--- src/design/mbad_pkg.sv ---
// Shared constants, types and helper functions of the multilook box average decimator.
package mbad_pkg;

    // Field and state widths
    localparam int SAMPLE_W   = 32;
    localparam int SUM_W      = 40;
    localparam int MAX_COLS   = 4096;
    localparam int COL_W      = $clog2(MAX_COLS);
    localparam int OCOL_W     = COL_W + 1;
    localparam int LINE_W     = 13;
    localparam int OFS_W      = 12;
    localparam int MAX_FACTOR = 16;
    localparam int FACT_W     = 5;
    localparam int PHASE_W    = 8;
    localparam int PERIOD_W   = 9;
    localparam int CFG_IDX_W  = 3;
    localparam int CFG_DATA_W = 32;

    // Shared divider geometry
    localparam int DIV_W     = SUM_W;
    localparam int DVSR_W    = PERIOD_W;
    localparam int DIV_CNT_W = $clog2(DIV_W);

    // Register indexes of the configuration port
    localparam logic [CFG_IDX_W-1:0] CFG_LINE_WIDTH     = 3'd0;
    localparam logic [CFG_IDX_W-1:0] CFG_ROW_OFFSET     = 3'd1;
    localparam logic [CFG_IDX_W-1:0] CFG_COL_OFFSET     = 3'd2;
    localparam logic [CFG_IDX_W-1:0] CFG_LOOKS_ROWS     = 3'd3;
    localparam logic [CFG_IDX_W-1:0] CFG_LOOKS_COLS     = 3'd4;
    localparam logic [CFG_IDX_W-1:0] CFG_SUBSAMPLE_ROWS = 3'd5;
    localparam logic [CFG_IDX_W-1:0] CFG_SUBSAMPLE_COLS = 3'd6;
    localparam logic [CFG_IDX_W-1:0] CFG_NONFINITE_FILL = 3'd7;

    // Divider request and response
    typedef struct packed {
        logic              start;
        logic [DIV_W-1:0]  dividend;
        logic [DVSR_W-1:0] divisor;
    } div_req_t;

    typedef struct packed {
        logic             done;
        logic [DIV_W-1:0] quotient;
    } div_rsp_t;

    // Zero acts as one, anything above the maximum acts as the maximum
    function automatic logic [FACT_W-1:0] eff_factor(input logic [FACT_W-1:0] v);
        logic [FACT_W-1:0] r;
        if (v == '0) begin
            r = FACT_W'(1);
        end else if (v > FACT_W'(MAX_FACTOR)) begin
            r = FACT_W'(MAX_FACTOR);
        end else begin
            r = v;
        end
        return r;
    endfunction

    function automatic logic [LINE_W-1:0] eff_width(input logic [LINE_W-1:0] v);
        logic [LINE_W-1:0] r;
        if (v == '0) begin
            r = LINE_W'(1);
        end else if (v > LINE_W'(MAX_COLS)) begin
            r = LINE_W'(MAX_COLS);
        end else begin
            r = v;
        end
        return r;
    endfunction

endpackage

--- src/design/mbad_divider.sv ---
// Unsigned restoring divider, one quotient bit per cycle, shared by all divisions.
module mbad_divider (
    input  logic               aclk,
    input  logic               aresetn,
    input  mbad_pkg::div_req_t div_req,
    output mbad_pkg::div_rsp_t div_rsp
);
    import mbad_pkg::*;

    logic [DIV_W-1:0]     quo_reg;
    logic [DVSR_W-1:0]    rem_reg;
    logic [DVSR_W-1:0]    dvsr_reg;
    logic [DIV_CNT_W-1:0] cnt_reg;
    logic                 busy_reg;
    logic                 done_reg;

    logic [DVSR_W:0]   r_wide;
    logic [DVSR_W:0]   r_diff;
    logic              r_ge;
    logic [DVSR_W-1:0] rem_next;

    // one restoring step
    always_comb begin
        r_wide   = {rem_reg, quo_reg[DIV_W-1]};
        r_diff   = r_wide - {1'b0, dvsr_reg};
        r_ge     = r_wide >= {1'b0, dvsr_reg};
        rem_next = r_ge ? r_diff[DVSR_W-1:0] : r_wide[DVSR_W-1:0];
    end

    // control
    always_ff @(posedge aclk) begin
        if (!aresetn) begin
            busy_reg <= 1'b0;
            done_reg <= 1'b0;
            cnt_reg  <= '0;
        end else if (div_req.start) begin
            busy_reg <= 1'b1;
            done_reg <= 1'b0;
            cnt_reg  <= '0;
        end else if (busy_reg) begin
            cnt_reg <= cnt_reg + DIV_CNT_W'(1);
            if (cnt_reg == DIV_CNT_W'(DIV_W - 1)) begin
                busy_reg <= 1'b0;
                done_reg <= 1'b1;
            end
        end else begin
            done_reg <= 1'b0;
        end
    end

    // datapath
    always_ff @(posedge aclk) begin
        if (div_req.start) begin
            quo_reg  <= div_req.dividend;
            rem_reg  <= '0;
            dvsr_reg <= div_req.divisor;
        end else if (busy_reg) begin
            quo_reg <= {quo_reg[DIV_W-2:0], r_ge};
            rem_reg <= rem_next;
        end
    end

    assign div_rsp.done     = done_reg;
    assign div_rsp.quotient = quo_reg;

endmodule

--- config.mk ---
export PLATFORM = sky130hd
export DESIGN_NAME = mbad_divider
export DESIGN_NICKNAME = d
export VERILOG_FILES = /design/src/design/mbad_pkg.sv /design/src/design/mbad_divider.sv
export SDC_FILE = /design/constraint.sdc
export NUM_CORES = 1
export LEC_CHECK = 0
export ABC_AREA = 1
export BUFFER_PORTS_ARGS = -buffer_cell sky130_fd_sc_hd__clkbuf_2
export CORE_UTILIZATION = 40
export DETAILED_ROUTE_END_ITERATION = 10
export GPL_ROUTABILITY_DRIVEN = 0
export SKIP_LAST_GASP = 1
export SYNTH_ARGS = -nofsm -noshare
export SYNTH_HDL_FRONTEND = slang
export SYNTH_SLANG_ARGS = --single-unit
--- constraint.sdc ---
create_clock -name aclk -period 4.5 [get_ports aclk]
set_input_delay 0.9 -clock aclk [delete_from_list [all_inputs] [get_ports aclk]]
set_output_delay 0.9 -clock aclk [all_outputs]
set_load 0.03 [all_outputs]
-- Word-level counts from Yosys, hierarchy flattened
Cells that the tools add are included.
- bits in registers: 66
- input bits: 52
- output and inout bits: 41
- word-level logic and storage cells: 21
- $add $sub $neg: 2
- $lt $le $gt $ge: 1
- equality and inequality tests: 1
- mux-type cells: 6
- bitwise gates (word level): 2
- reductions and logical operators: 3
- operator list (cell ; count):
    $mux W40 ; 2
    $ge A10 B9 Y1 ; 1
    $mux W9 ; 1
    $sub A9 B9 Y9 ; 1
    $add A6 B1 Y6 const B ; 1
    $eq A6 B6 Y1 const B ; 1
    $mux W1 ; 3
    $reduce_or A3 Y1 ; 1
    $not A1 Y1 ; 2
    $reduce_bool A2 Y1 ; 1
    $reduce_or A2 Y1 ; 1

-- Depth between registers and ports, before layout
Gate-level depths: netlist of run 1.
- depth in word-level cells: 4
- depth in mapped cells: 13

-- Worst setup path after synthesis of run 1
Ideal clock, no wire load.
- path kind: input port to flip-flop
- start: input div_req[49] in the netlist's numbering
- end: register quo_reg[0] (enable)
- setup time: 0.395 ns
- arrival time: 1.940 ns
- slack: 2.165 ns
- cell stages on the path: 3
- cells stage by stage: buf_2 > nor2_2 > inv_1
- cells in the longest elaborated chain, start to end: 1
- RTL lines (element ; line ; source):
    start: declaration ; mbad_divider.sv:5 ; input mbad_pkg::div_req_t div_req,
    $reduce_bool A2 Y1 (no line) ; n/a ;
    end signal: assignment ; mbad_divider.sv:54 ; quo_reg <= div_req.dividend;
    end signal: assignment ; mbad_divider.sv:58 ; quo_reg <= {quo_reg[DIV_W-2:0], r_ge};
    end: declaration ; mbad_divider.sv:10 ; logic [DIV_W-1:0] quo_reg;
No other way between the ends.
A chain may end at the register's enable or synchronous reset.

-- Worst setup path after layout of run 1
- start: input div_req[49] in the netlist's numbering
- end: register quo_reg[4] (enable)
The elaborated chain is that of the path after synthesis.

==> metrics.txt, run 1 <==
status finished clean; Required @ worst endpoint between 4 and 5 ns; Max Freq about 390 MHz; Internal Dissipation 1.08 mW; CP Data Arrival Time 2.54 ns; Post-Syn Instances 370; CTS sink cnt 66; count of different cell masters after synthesis 29; most common cell after layout, fill and taps aside nand2_1; DRT Pass-1 Iters 4; min Tclk post-route between 2 and 3 ns; vias 2641; area growth from synthesis to layout 22.9%; # IOs between 90 and 100; sequential share of the synthesized area 0.563; Core Util, Final 0.509; Synth Warn # 0; total congestion overflow 0; H-tree Lvls 3; Post-CTS Setup Inserts 0; Power, Total 1.50 mW; Crit Path Max Fanout 51; PortBufs 92; layout cells sized above 1 0.257; Sw Ratio 0.281; RSZ-0062 raised after global routing no; Worst Hold Margin roughly 0.48 ns; Rows 32; Worst Path Class, Setup in -> reg; Final period util 0.569; initial antenna violation count 0; Max Slew Vio Count 0; Seq pwr share 0.493; pwr/cell area 380 nW/um2; Worst-Skew Late Latency 0.34 ns; TritonCTS clock tree yes; startpoint class of the critical path primary input; first-pass GRT wire length 11.5 mm; Final nets between 500 and 600; drt wl/cell ~12 um; top cell type's share of synthesized area 0.457; Core Area between 7000 and 8000 um2; Logic pwr share 0.173; post-cts resize count 0; register bit total from synthesis 66; Clock power frac 0.334; Die Area 8400 um2; post-route setup slack just under 2 ns; DR iter-0 viols 105; Max-cap violations 0; clock slew at reported path FFs roughly 0.07 ns; Synth Area per Inst 8.69 um2; CP Capture Type flop; Cell Area, Synth 3220 um2; GRT Util Overall 0.177; relative slew slack 0.267; die width approximately 92 um; drt total wl 6.95 mm; die height 91.7 um; clock root buffer clkbuf_8; Filler cells approximately 780; Final Skew 0.00857 ns; hold buffers post-CTS 0; post-synth top area cell edfxtp_1; R2R Setup Slk 2.39 ns; vias in the first global route 2409; maximum VDD drop 0.000175 V; Hold Path Class reg -> reg; TritonCTS Buffers 9; setup TNS 0 ns; Worst Tran Pin Value roughly 1.1 ns; routed vias/inst approximately 4.6; most frequent cells in the layout nand2_1 (183), clkbuf_2 (92), edfxtp_1 (49), inv_1 (27), dfxtp_1 (17); # setup viols final 0; Post-Place Setup Slack between 1.5 and 2 ns; Layout Cells excl Fill 569; Starting Density 0.414; post-route cell area 3950 um2; Hold Violations, Final 0; placed cell areas 3750 um2; Leak 2.00 nW; number of diodes 0; top post-synthesis cells by area edfxtp_1 (46%), nand2_1 (21%), dfxtp_1 (11%), ha_1 (3.9%), inv_1 (3.2%); largest net degree at the start of global routing 52; DP HPWL between 4 and 5 mm; post-route DRC violation count 0; max reg flops 40; Inst Count DP 553; hold depth 2; Worst R2R Path Depth 13; Syn Nets ~430; Net Sw Power 0.422 mW; maximum clock path buffer count 2; final antenna-violating net count 0
-- final cells by class --
type | instances | area (um2) | share of cell area
multi-input cells | 262 | 1230 | 0.311
clock inverters | 3 | 40.0 | 0.0101
repair buffers | 94 | 475 | 0.120
clock buffers | 13 | 159 | 0.0402
inverters | 29 | 109 | 0.0275
flip-flops and latches | 66 | 1810 | 0.458
well taps | 102 | 128 | 0.0323
-- power groups by stage --
stage | Clock [mW] | Sequential, mW | Combinational, mW
detailed placement | 0 | 0.752 | 0.262
floorplan | 0 | 0.823 | 0.103
CTS | 0.517 | 0.741 | 0.263
finish | 0.502 | 0.740 | 0.259
global route | 0.537 | 0.746 | 0.286
global placement | 0 | 0.753 | 0.260
-- worst paths after layout --
kind                            from                 endpoint
max                      div_req[49]     quo_reg[4]$_DFFE_PP_
min          rem_reg[5]$_SDFFE_PP0P_  rem_reg[5]$_SDFFE_PP0P_
max reg2reg    quo_reg[39]$_DFFE_PP_  rem_reg[7]$_SDFFE_PP0P_
min reg2reg  rem_reg[5]$_SDFFE_PP0P_  rem_reg[5]$_SDFFE_PP0P_
-- worst max-delay path, cell delays in order --
cell and delay, ns:
clkbuf_2 0.80, nor2_2 0.24, inv_1 0.11, buf_4 0.45
-- cell usage after synthesis (all sizes together) --
cell / instances
fa: 1
buf: 7
clkbuf: 6
or2: 1
nor4: 1
nor2: 14
a31oi: 1
nor3b: 3
edfxtp: 49
xnor2: 2
nand3b: 9
nand3: 17
nand2: 188
xor2: 1
clkinv: 2
o21ai: 2
dfxtp: 17
a21oi: 8
ha: 10
inv: 27
nor3: 4
-- metal layers --
layer	global-route usage	up-vias	routed length, um
li1	-	1369	-
met1	0.230	1198	3240
met2	0.271	66	3160
met3	0.0522	8	420
met4	0.0833	0	128
met5	0	-	0
-- kinds of logic after synthesis --
| logic type | Yosys count | synth area share |
|---|---|---|
| buffers and inverters | 42 | 0.0545 |
| AOI/OAI and AO/OA | 11 | 0.0187 |
| DFF | 66 | 0.563 |
| adders and majority gates | 11 | 0.0451 |
| xor gates and xnor gates | 3 | 0.00817 |
| and+or+nand+nor | 237 | 0.310 |
No activity file was read; power rests on OpenSTA's default activity.
==> run 2, diff against run 1 <==
--- a/config.mk
+++ b/config.mk
@@ -10,6 +10,7 @@
 export CORE_UTILIZATION = 40
 export DETAILED_ROUTE_END_ITERATION = 10
 export GPL_ROUTABILITY_DRIVEN = 0
+export PLACE_DENSITY = 0.67
 export SKIP_LAST_GASP = 1
 export SYNTH_ARGS = -nofsm -noshare
 export SYNTH_HDL_FRONTEND = slang
==> constraint.sdc (replaced) <==
create_clock -name aclk -period 2.1 [get_ports aclk]
set_input_delay 0.42 -clock aclk [delete_from_list [all_inputs] [get_ports aclk]]
set_output_delay 0.42 -clock aclk [all_outputs]
set_load 0.03 [all_outputs]
==> metrics.txt, run 2 (synthesis gave the netlist of run 1 again) <==
status finished clean; clock slew at reported path FFs approximately 0.07 ns; first-pass GRT wire length 12.1 mm; post-route DRC violation count 0; routed vias/inst 4.65; Max Freq 526 MHz; Hold Path Class in -> reg; maximum VDD drop 0.000427 V; Worst R2R Path Depth 13; pwr/cell area 794 nW/um2; Die Area 8400 um2; post-route setup slack 0.200 ns; DR iter-0 viols around 110; Core Util, Final 0.515; Hold Violations, Final 0; Seq pwr share 0.499; R2R Setup Slk about 0.2 ns; vias approximately 2700; Logic pwr share 0.178; Net Sw Power 0.923 mW; startpoint class of the critical path flop; DRT Pass-1 Iters 4; critical path cell sequence inv_1, ha_1, inv_1, fa_2, nand2_2, nand2_2, nand3_2, nand2_2, nand2_2, buf_6, nand3b_1, nand3_1, nand2_1; Clock power frac 0.323; CP dominant cell by count nand2_2; Max stage delay on crit path 0.38 ns; clock root buffer clkbuf_8; Final Skew around 0.0038 ns; Max Slew Vio Count 0; initial antenna violation count 0; TritonCTS Buffers 9; Crit Path Max Fanout 7; vias in the first global route 2703; H-tree Lvls 3; Final nets 532; Worst Tran Pin Value 0.393 ns; reg2reg start quo_reg[39]$_DFFE_PP_; Worst Path Class, Setup reg -> reg; most common cell after layout, fill and taps aside nand2_1; RR Endpoint rem_reg[6]$_SDFFE_PP0P_; CP Data Arrival Time 2.13 ns; maximum clock path buffer count 2; Rows 32; Worst Hold Endpoint dvsr_reg[7]$_DFFE_PP_; area growth from synthesis to layout 24.3%; Leak 2.03 nW; Worst-Skew Late Latency roughly 0.33 ns; Post-Place Setup Slack 0.121 ns; CP Buf/Inv Count 3; Required @ worst endpoint ~2.3 ns; Core Area 7770 um2; die height 91.7 um; # setup viols final 0; multi-input logic area 1230 um2; total congestion overflow 0; TritonCTS clock tree yes; Sw Ratio 0.291; Final period util 0.905; worst hold start div_req[7]; Starting Density 0.414; RSZ-0062 raised after global routing no; hold depth 1; drt wl/cell around 12 um; layout cells sized above 1 0.270; number of diodes 0; CTS sink cnt 66; DP HPWL 5.15 mm; PortBufs approximately 90; max reg flops 40; Internal Dissipation 2.25 mW; GRT Util Overall 0.183; # IOs 93; register area ~1800 um2; Post-CTS Setup Inserts 0; Max-cap violations 0; min Tclk post-route between 1.5 and 2 ns; relative slew slack 0.738; largest delay contributor family on the critical path simple AND/OR/NAND/NOR gates; slowest CP cell edfxtp_1; setup TNS 0 ns; most frequent cells in the layout nand2_1 (183), clkbuf_2 (92), edfxtp_1 (49), inv_1 (27), dfxtp_1 (17); Filler cells 780; final antenna-violating net count 0; largest net degree at the start of global routing 34; CP Capture Type flop; drt total wl 6.86 mm; die width roughly 90 um
## run 2: final cells by class
type                    count  area share
clock buffers              10      0.0319
clock inverters             6      0.0144
inverters                  29      0.0272
multi-input cells         262       0.308
flip-flops and latches     66       0.453
well taps                 102      0.0319
repair buffers            101       0.133
## run 2: power by group through the flow
stage / clock (mW) / combinational [mW] / sequential [mW]
finish: 1.02 / 0.567 / 1.58
global route: 1.11 / 0.630 / 1.60
CTS: 1.04 / 0.574 / 1.58
detailed placement: 0 / 0.574 / 1.61
global placement: 0 / 0.565 / 1.61
floorplan: 0 / 0.222 / 1.76
## run 2: worst max-delay path by stage
stage / start / end / slack [ns] / cells after the start
6_report: quo_reg[39]$_DFFE_PP_ / rem_reg[6]$_SDFFE_PP0P_ / 0.20 / 13
5_1_grt: quo_reg[39]$_DFFE_PP_ / rem_reg[6]$_SDFFE_PP0P_ / 0.006 / 13
4_1_cts: quo_reg[39]$_DFFE_PP_ / rem_reg[6]$_SDFFE_PP0P_ / 0.11 / 13
3_5_place_dp: quo_reg[39]$_DFFE_PP_ / rem_reg[6]$_SDFFE_PP0P_ / 0.12 / 13
3_3_place_gp: quo_reg[39]$_DFFE_PP_ / rem_reg[7]$_SDFFE_PP0P_ / 0.21 / 13
2_1_floorplan: quo_reg[39]$_DFFE_PP_ / quo_reg[0]$_DFFE_PP_ / 0.1 / 11
## run 2: repair_timing
item,CTS,global route
endpoints found under the setup margin,0,9
gates resized for setup,0,2
hold endpoints to repair,0,0
hold buffers,0,0
## run 2: per-layer routing
layer  share of wire  vias up  track usage
met5               0        -            0
met4           0.021        0       0.0675
met3           0.077       11       0.0638
met2            0.45       89        0.286
met1            0.45     1195        0.233
li1                -     1383            -
## run 2: stage by stage
stage	cell area, um2	cells	total power, mW	hold slack, ns
5_1_grt	4000	576	3.33	0.241
2_1_floorplan	3220	370	1.99	0.443
6_report	4000	576	3.17	0.264
3_3_place_gp	3810	560	2.17	0.454
4_1_cts	3990	576	3.19	0.249
3_5_place_dp	3810	560	2.18	0.459
==> run 3, diff against run 2 <==
--- a/config.mk
+++ b/config.mk
@@ -10,7 +10,6 @@
 export CORE_UTILIZATION = 40
 export DETAILED_ROUTE_END_ITERATION = 10
 export GPL_ROUTABILITY_DRIVEN = 0
-export PLACE_DENSITY = 0.67
 export SKIP_LAST_GASP = 1
 export SYNTH_ARGS = -nofsm -noshare
 export SYNTH_HDL_FRONTEND = slang
==> constraint.sdc (replaced) <==
create_clock -name aclk -period 1.9 [get_ports aclk]
set_input_delay 0.38 -clock aclk [delete_from_list [all_inputs] [get_ports aclk]]
set_output_delay 0.38 -clock aclk [all_outputs]
set_load 0.03 [all_outputs]
==> metrics.txt, run 3 (synthesis gave the netlist of run 1 again) <==
CP Capture Type flop; maximum VDD drop 0.000508 V; Die Area 8400 um2; PortBufs 92; clock slew at reported path FFs roughly 0.080 ns; initial antenna violation count 0; slowest CP cell edfxtp_1; GRT Util Overall 0.174; routed wl met2 3.17 mm; Leak 2.09 nW; vias roughly 2700; post-route DRC violation count 0; die width around 92 um; Crit Path Max Fanout 5; status finished clean; Worst R2R Path Depth 11; Max Freq 541 MHz; Required @ worst endpoint 1.99 ns; RR Endpoint quo_reg[0]$_DFFE_PP_; final antenna-violating net count 0; Rows 32; vias in the first global route 2353; routed vias/inst 4.56; CP Buf/Inv Count 3; reg2reg start quo_reg[39]$_DFFE_PP_; DRT Pass-1 Iters 4; Final nets 538; maximum clock path buffer count 2; Final period util 0.973; clock root buffer clkbuf_8; Final Skew approximately 0.0064 ns; area growth from synthesis to layout 29.2%; critical path cell sequence inv_2, ha_4, inv_2, fa_2, nand2_2, nand2_2, nand3_2, nand2_2, nand2_4, buf_12, a31oi_4; Worst Hold Margin 0.220 ns; startpoint class of the critical path flop; drt total wl 7.00 mm; # IOs 93; DP HPWL 5.11 mm; Worst Tran Pin Value 0.420 ns; H-tree Lvls 3; # setup viols final 0; R2R Setup Slk 0.05 ns; min Tclk post-route 1.85 ns; pwr/cell area 901 nW/um2; DR iter-0 viols 113; CP dominant cell by count nand2_2; post-route setup slack 0.0519 ns; Worst Path Class, Setup reg -> reg; most frequent cells in the layout nand2_1 (183), clkbuf_2 (92), edfxtp_1 (49), inv_1 (25), dfxtp_1 (17); Max stage delay on crit path around 0.4 ns; largest delay contributor family on the critical path adder cells; Max Slew Vio Count 0; relative slew slack 0.720; hold buffers post-CTS 0; TritonCTS clock tree yes; worst hold start div_req[0]; most common cell after layout, fill and taps aside nand2_1; layout cells sized above 1 0.294; WL met3 469 um; total congestion overflow 0; Hold Violations, Final 0; Max-cap violations 0; Hold Path Class in -> reg; Post-Place Setup Slack 0.0210 ns; largest net degree at the start of global routing 42; number of diodes 0; Worst Hold Endpoint dvsr_reg[0]$_DFFE_PP_; TritonCTS Buffers 9; CP Data Arrival Time 1.93 ns; first-pass GRT wire length 11.2 mm; Worst-Skew Late Latency 0.33 ns; max reg flops 40; Starting Density 0.414; hold depth 1; highest routed layer met4; RSZ-0062 raised after global routing yes; drt wl/cell 12.0 um; Core Area 7770 um2; CTS sink cnt 66; met1 WL 3.33 mm; die height a little over 90 um
==> run 3: timing repair <==
item                                    in CTS  in global routing
endpoints found under the setup margin       0                 10
setup buffers                                0                  2
gates resized for setup                      0                 10
==> run 3: routing by layer <==
metal	up-vias	track usage
met4	0	0.0635
met3	2	0.0589
met2	64	0.257
met5	-	0
met1	1186	0.238
li1	1400	-
==> run 3: area by class of cell <==
type	instances	area, um2
Clock buffer	10	138
Clock inverter	6	88.8
Fill cell	750	3610
Inverter	29	109
Multi-Input combinational cell	262	1270
Sequential cell	66	1810
Tap cell	102	128
Timing Repair Buffer	107	606
==> run 3: worst max-delay path by stage <==
| stage | from | end | slack (ns) | depth (start not counted) |
|---|---|---|---|---|
| floorplan | quo_reg[39]$_DFFE_PP_ | quo_reg[0]$_DFFE_PP_ | -0.04 | 11 |
| global placement | quo_reg[39]$_DFFE_PP_ | rem_reg[2]$_SDFFE_PP0P_ | 0.06 | 13 |
| detailed placement | quo_reg[39]$_DFFE_PP_ | rem_reg[0]$_SDFFE_PP0P_ | 0.02 | 13 |
| CTS | quo_reg[39]$_DFFE_PP_ | rem_reg[0]$_SDFFE_PP0P_ | 0.01 | 13 |
| global route | quo_reg[39]$_DFFE_PP_ | rem_reg[0]$_SDFFE_PP0P_ | -0.04 | 13 |
| finish | quo_reg[39]$_DFFE_PP_ | quo_reg[0]$_DFFE_PP_ | 0.05 | 11 |
==> run 3: worst register-to-register path: cells and delay by family (launching register included) <==
family,cells,cell delay (ns)
and+or+nand+nor,5,0.41
AOI/OAI and AO/OA,1,0.06
DFF,1,0.40
adders and majority gates,2,0.48
buffers and inverters,3,0.26
==> run 3: metrics by stage <==
| step | cells | utilization | setup TNS (ns) | total power [mW] | cell area [um2] |
|---|---|---|---|---|---|
| finish | 582 | 0.535 | 0 | 3.74 | 4160 |
| global route | 582 | 0.535 | -0.248 | 3.93 | 4160 |
| CTS | 580 | 0.527 | 0 | 3.77 | 4090 |
| detailed placement | 564 | 0.497 | 0 | 2.42 | 3860 |
| global placement | 564 | 0.497 | 0 | 2.42 | 3860 |
| floorplan | 370 | - | -0.162 | 2.19 | 3220 |
==> run 3: power by group <==
part	total, mW	switching [mW]	leakage (nW)	internal [mW]
logic	0.659	0.434	1.35	0.225
registers	1.75	0.0633	0.637	1.69
clock network	1.33	0.556	0.109	0.777
total	3.74	1.05	2.09	2.69
